===== config.mk =====
export PLATFORM = sky130hd
export DESIGN_NAME = ppc_cell
export DESIGN_NICKNAME = d
export VERILOG_FILES = /design/src/design/polygon_point_containment_unit_assert.svh /design/src/design/ppc_pkg.sv /design/src/design/ppc_cell.sv
export SDC_FILE = /design/constraint.sdc
export NUM_CORES = 1
export LEC_CHECK = 0
export BUFFER_PORTS_ARGS = -buffer_cell sky130_fd_sc_hd__buf_4
export CAP_MARGIN = 20
export CORE_MARGIN = 4
export CORE_UTILIZATION = 46
export CTS_BUF_LIST = sky130_fd_sc_hd__clkbuf_8
export CTS_CLUSTER_DIAMETER = 60
export DETAILED_ROUTE_END_ITERATION = 16
export PLACE_DENSITY = 0.88
export SLEW_MARGIN = 40
export SYNTH_ARGS = -nofsm -noshare
export SYNTH_HDL_FRONTEND = slang
export SYNTH_SLANG_ARGS = --single-unit
export TNS_END_PERCENT = 1

===== constraint.sdc =====
create_clock -name clk -period 3.6 [get_ports clk]
set_input_delay 0.54 -clock clk [delete_from_list [all_inputs] [get_ports clk]]
set_output_delay 0.54 -clock clk [all_outputs]
set_load 0.1 [all_outputs]

===== src/design/polygon_point_containment_unit_assert.svh =====
// ----------------------------------------------------------------------------
// Assertion macros for the polygon point containment unit
// Clocked concurrent checks, with and without the reset disable.
// ----------------------------------------------------------------------------
`ifndef POLYGON_POINT_CONTAINMENT_UNIT_ASSERT_SVH
`define POLYGON_POINT_CONTAINMENT_UNIT_ASSERT_SVH
`ifndef SYNTHESIS
// check prop at every rising edge of clk while rstn is high
`define PPC_ASSERT(lbl, clk, rstn, prop, msg) \
  lbl: assert property (@(posedge clk) disable iff (!(rstn)) (prop)) else $error(msg);
// check prop at every rising edge of clk, reset included
`define PPC_ASSERT_ALWAYS(lbl, clk, prop, msg) \
  lbl: assert property (@(posedge clk) (prop)) else $error(msg);
`else
`define PPC_ASSERT(lbl, clk, rstn, prop, msg)
`define PPC_ASSERT_ALWAYS(lbl, clk, prop, msg)
`endif
`endif


===== src/design/ppc_pkg.sv =====
// ----------------------------------------------------------------------------
// ppc_pkg
// Shared types and codes of the polygon point containment unit.
// ----------------------------------------------------------------------------
package ppc_pkg;

  localparam int THICK_BITS    = 11;
  localparam int T2_BITS       = 2 * THICK_BITS;
  localparam int CFG_IDX_BITS  = 1;
  localparam int CFG_DATA_BITS = 11;

  typedef enum logic [1:0] {
    OP_CLEAR = 2'd0,
    OP_ADD   = 2'd1,
    OP_QUERY = 2'd2
  } opcode_t;

  typedef enum logic [CFG_IDX_BITS-1:0] {
    CFG_THICKNESS = 1'b0,
    CFG_FILL      = 1'b1
  } cfg_idx_t;

  typedef enum logic [1:0] {
    ST_IDLE,
    ST_EVAL,
    ST_DRAIN,
    ST_FINISH
  } state_t;

  typedef struct packed {
    logic rotate;
    logic write;
  } cell_ctl_t;

  typedef struct packed {
    logic valid;
    logic near;
    logic crossing;
    logic busy;
  } edge_res_t;

endpackage


===== src/design/ppc_cell.sv =====
// ----------------------------------------------------------------------------
// ppc_cell
// One vertex cell of the rotating vertex ring.
// ----------------------------------------------------------------------------
module ppc_cell #(
  parameter int COORD_BITS = 12
) (
  input  logic                          clk,
  input  ppc_pkg::cell_ctl_t            ctl,
  input  logic signed [COORD_BITS-1:0]  nbr_x,
  input  logic signed [COORD_BITS-1:0]  nbr_y,
  input  logic signed [COORD_BITS-1:0]  wr_x,
  input  logic signed [COORD_BITS-1:0]  wr_y,
  output logic signed [COORD_BITS-1:0]  x,
  output logic signed [COORD_BITS-1:0]  y
);

  logic signed [COORD_BITS-1:0] x_r, y_r;

  // load a new vertex, else take the neighbor's vertex on a rotate
  always_ff @(posedge clk) begin
    if (ctl.write) begin
      x_r <= wr_x;
      y_r <= wr_y;
    end else if (ctl.rotate) begin
      x_r <= nbr_x;
      y_r <= nbr_y;
    end
  end

  assign x = x_r;
  assign y = y_r;

endmodule


==> impl_metrics.yaml <==
yosys:
  synth_xor_area_share_pct: 0
  synth-simple-area-share_pct: 0.559
  syn-num-nets: 103
  ys_seq_area_share_pct: 64.4
  syn_avg_cell_area_sq_um: 21.5
  synth.area.mux_share_pct: 30.5
  synth-compound-area-share_pct: 0
  synth_top_family_by_area: "multiplexers"
  synth_area_sq_mm: 0.00112
  yosys_warnings: 0
  synth_cells: 52
  ys_types: 6
  synth_seq_cells: 24
  yosys.area_share.adder_pct: 0
setup_path:
  worstPathArrival_ns: 1.45
  end_kind: "flip-flop"
  cp_slowest_stage_delay_ns: 0.54
  crit_family: "simple AND/OR/NAND/NOR gates"
  critPathKind: "primary input to flip-flop"
  critPathMaxFanout: 25
  crit_buf_inv: 1
  critical_path_required_ns: 3.50
  start_kind: "primary input"
  worst_path_max_delay_cell: "or2_2"
  cp_cell_sequence: "buf_4 -> or2_2"
clock_tree:
  cts_made_buffers: 3
  cts-root-buf: "clkbuf_8"
  clockBufferDepth: 2
  cts_max_level: 1
  clkSinkCount: 24
  post-cts-setup-buffers: 0
  cts.repair.resized: 0
  ctsHoldBuffers: 0
  cts_tree: "yes"
  path_clk_slew_ns: 0.07
power:
  ir_drop_v: 0.000311
  powerDensity_mw_per_mm2: 505
  p_leak_nw: 0.800
final_layout:
  area_growth_pct: 51.8
  seqCellArea_sq_um: 721
  multi_input_area_sq_um: 348
  antenna_cells: 0
  drive_above_1_share_pct: 81.0
  final_cell_mix: "buf_4 (74), edfxtp_1 (24), mux2_4 (19), mux2_2 (5), clkbuf_8 (3)"
  fin_nets: 179
  final_common_cell: "buf_4"
  fillers: 129
floorplanning:
  die_area_sq_mm: 0.00329
  fp.dieW_microns: 57.3
  rows: 17
  die_height_microns: 57.3
  ios: 75
  start_util_pct: 49.7
  coreArea_sq_mm: 0.00225
timing:
  fin_crit_sh_pct: 43.1
  fmax_mhz: 645
  worst_pin_slew_ns: 0.537
  relSlewSlack_pct: 64.2
  setup_ws_ns: 2.05
  rsz0062_at_grt: "false"
  setup_violations: 0
  finalHoldViolCount: 0
  tns_ns: 0
  finalCriticalPeriod_ns: 1.55
  slew_viol_final: 0
grt:
  track_usage_pct: 15.2
  grt_pass1_wl_microns: 3670
  gr-usage-met2_pct: 26.9
  grt_antenna_before_repair: 0
  met1_usage_pct: 16.0
  grt_max_degree: 26
  top_usage_layer: "met2"
  grt_overflow_total: 0
  grt_pass1_vias: 781
  use_met3_pct: 4.52
min_path:
  hold_path_class: "primary input to flip-flop"
drt:
  drtIter0Drc: 20
  dr_total_vias: 732
  drt_first_pass_iters: 4
  post_drt_via_cell_ratio: 4.75
  wl_per_cell_microns: 15.5
  ant_nets: 0
  routed_wl_microns: 2390
  drc_errors: 0
placement:
  post-place-ws_ns: 1.75
  place_congestion: 0.828
  dp_hpwl_microns: 1870
  numPortBuffers: 74
status:
  outcome: "completed"
flow_run:
  drv_cap: 0
[routing by layer]
layer / routed length (microns) / up-vias
li1: - / 351
met1: 891 / 328
met5: 0 / -
met4: 39 / 0
met2: 1220 / 49
met3: 231 / 4
[per-stage QoR]
stage	hold WS (ns)	cell area, sq um	cells	power [mW]	utilization [%]
after floorplan	0.757	1120	52	0.629	-
after global placement	0.840	1660	151	0.714	73.6
after detailed placement	0.843	1660	151	0.718	73.6
after CTS	0.570	1700	154	0.867	75.4
after global routing	0.571	1700	154	0.887	75.4
final	0.578	1700	154	0.859	75.4
[registers in the layout, summed over array words and instances (netlist names)]
| register | cells |
|---|---|
| x | 12 |
| y | 12 |
[cell usage after synthesis, drive strengths merged]
library cell | count | area share, %
mux2 | 24 | 31
buf | 3 | 4.6
edfxtp | 24 | 64
or2 | 1 | 0.56
[final cells by class]
type	count	area share [%]
repair buffers	74	32.7
flip-flops and latches	24	42.4
well taps	28	2.06
clock buffers	3	2.43
multi-input cells	25	20.5
[report_power, final]
part           total (mW)  leakage (nW)  internal [mW]  switching (mW)
clock network       0.148        0.0216         0.0746          0.0739
registers           0.352         0.245          0.343         0.00874
logic               0.358         0.534         0.0999           0.259
total               0.859         0.800          0.518           0.341
[worst paths after layout]
path,from,to,slack [ns],cells after the start
min,wr_y[1],y[1]$_DFFE_PP_,0.58,2
max,ctl[0],y[0]$_DFFE_PP_,2.05,2
[kinds of logic (layout without fill, tap and decap cells)]
kind of cell / after synthesis / in the layout
buffers and inverters: 3 / 77
multiplexers: 24 / 24
AND/OR/NAND/NOR: 1 / 1
flip-flops: 24 / 24
No activity file was read; power rests on OpenSTA's default activity.
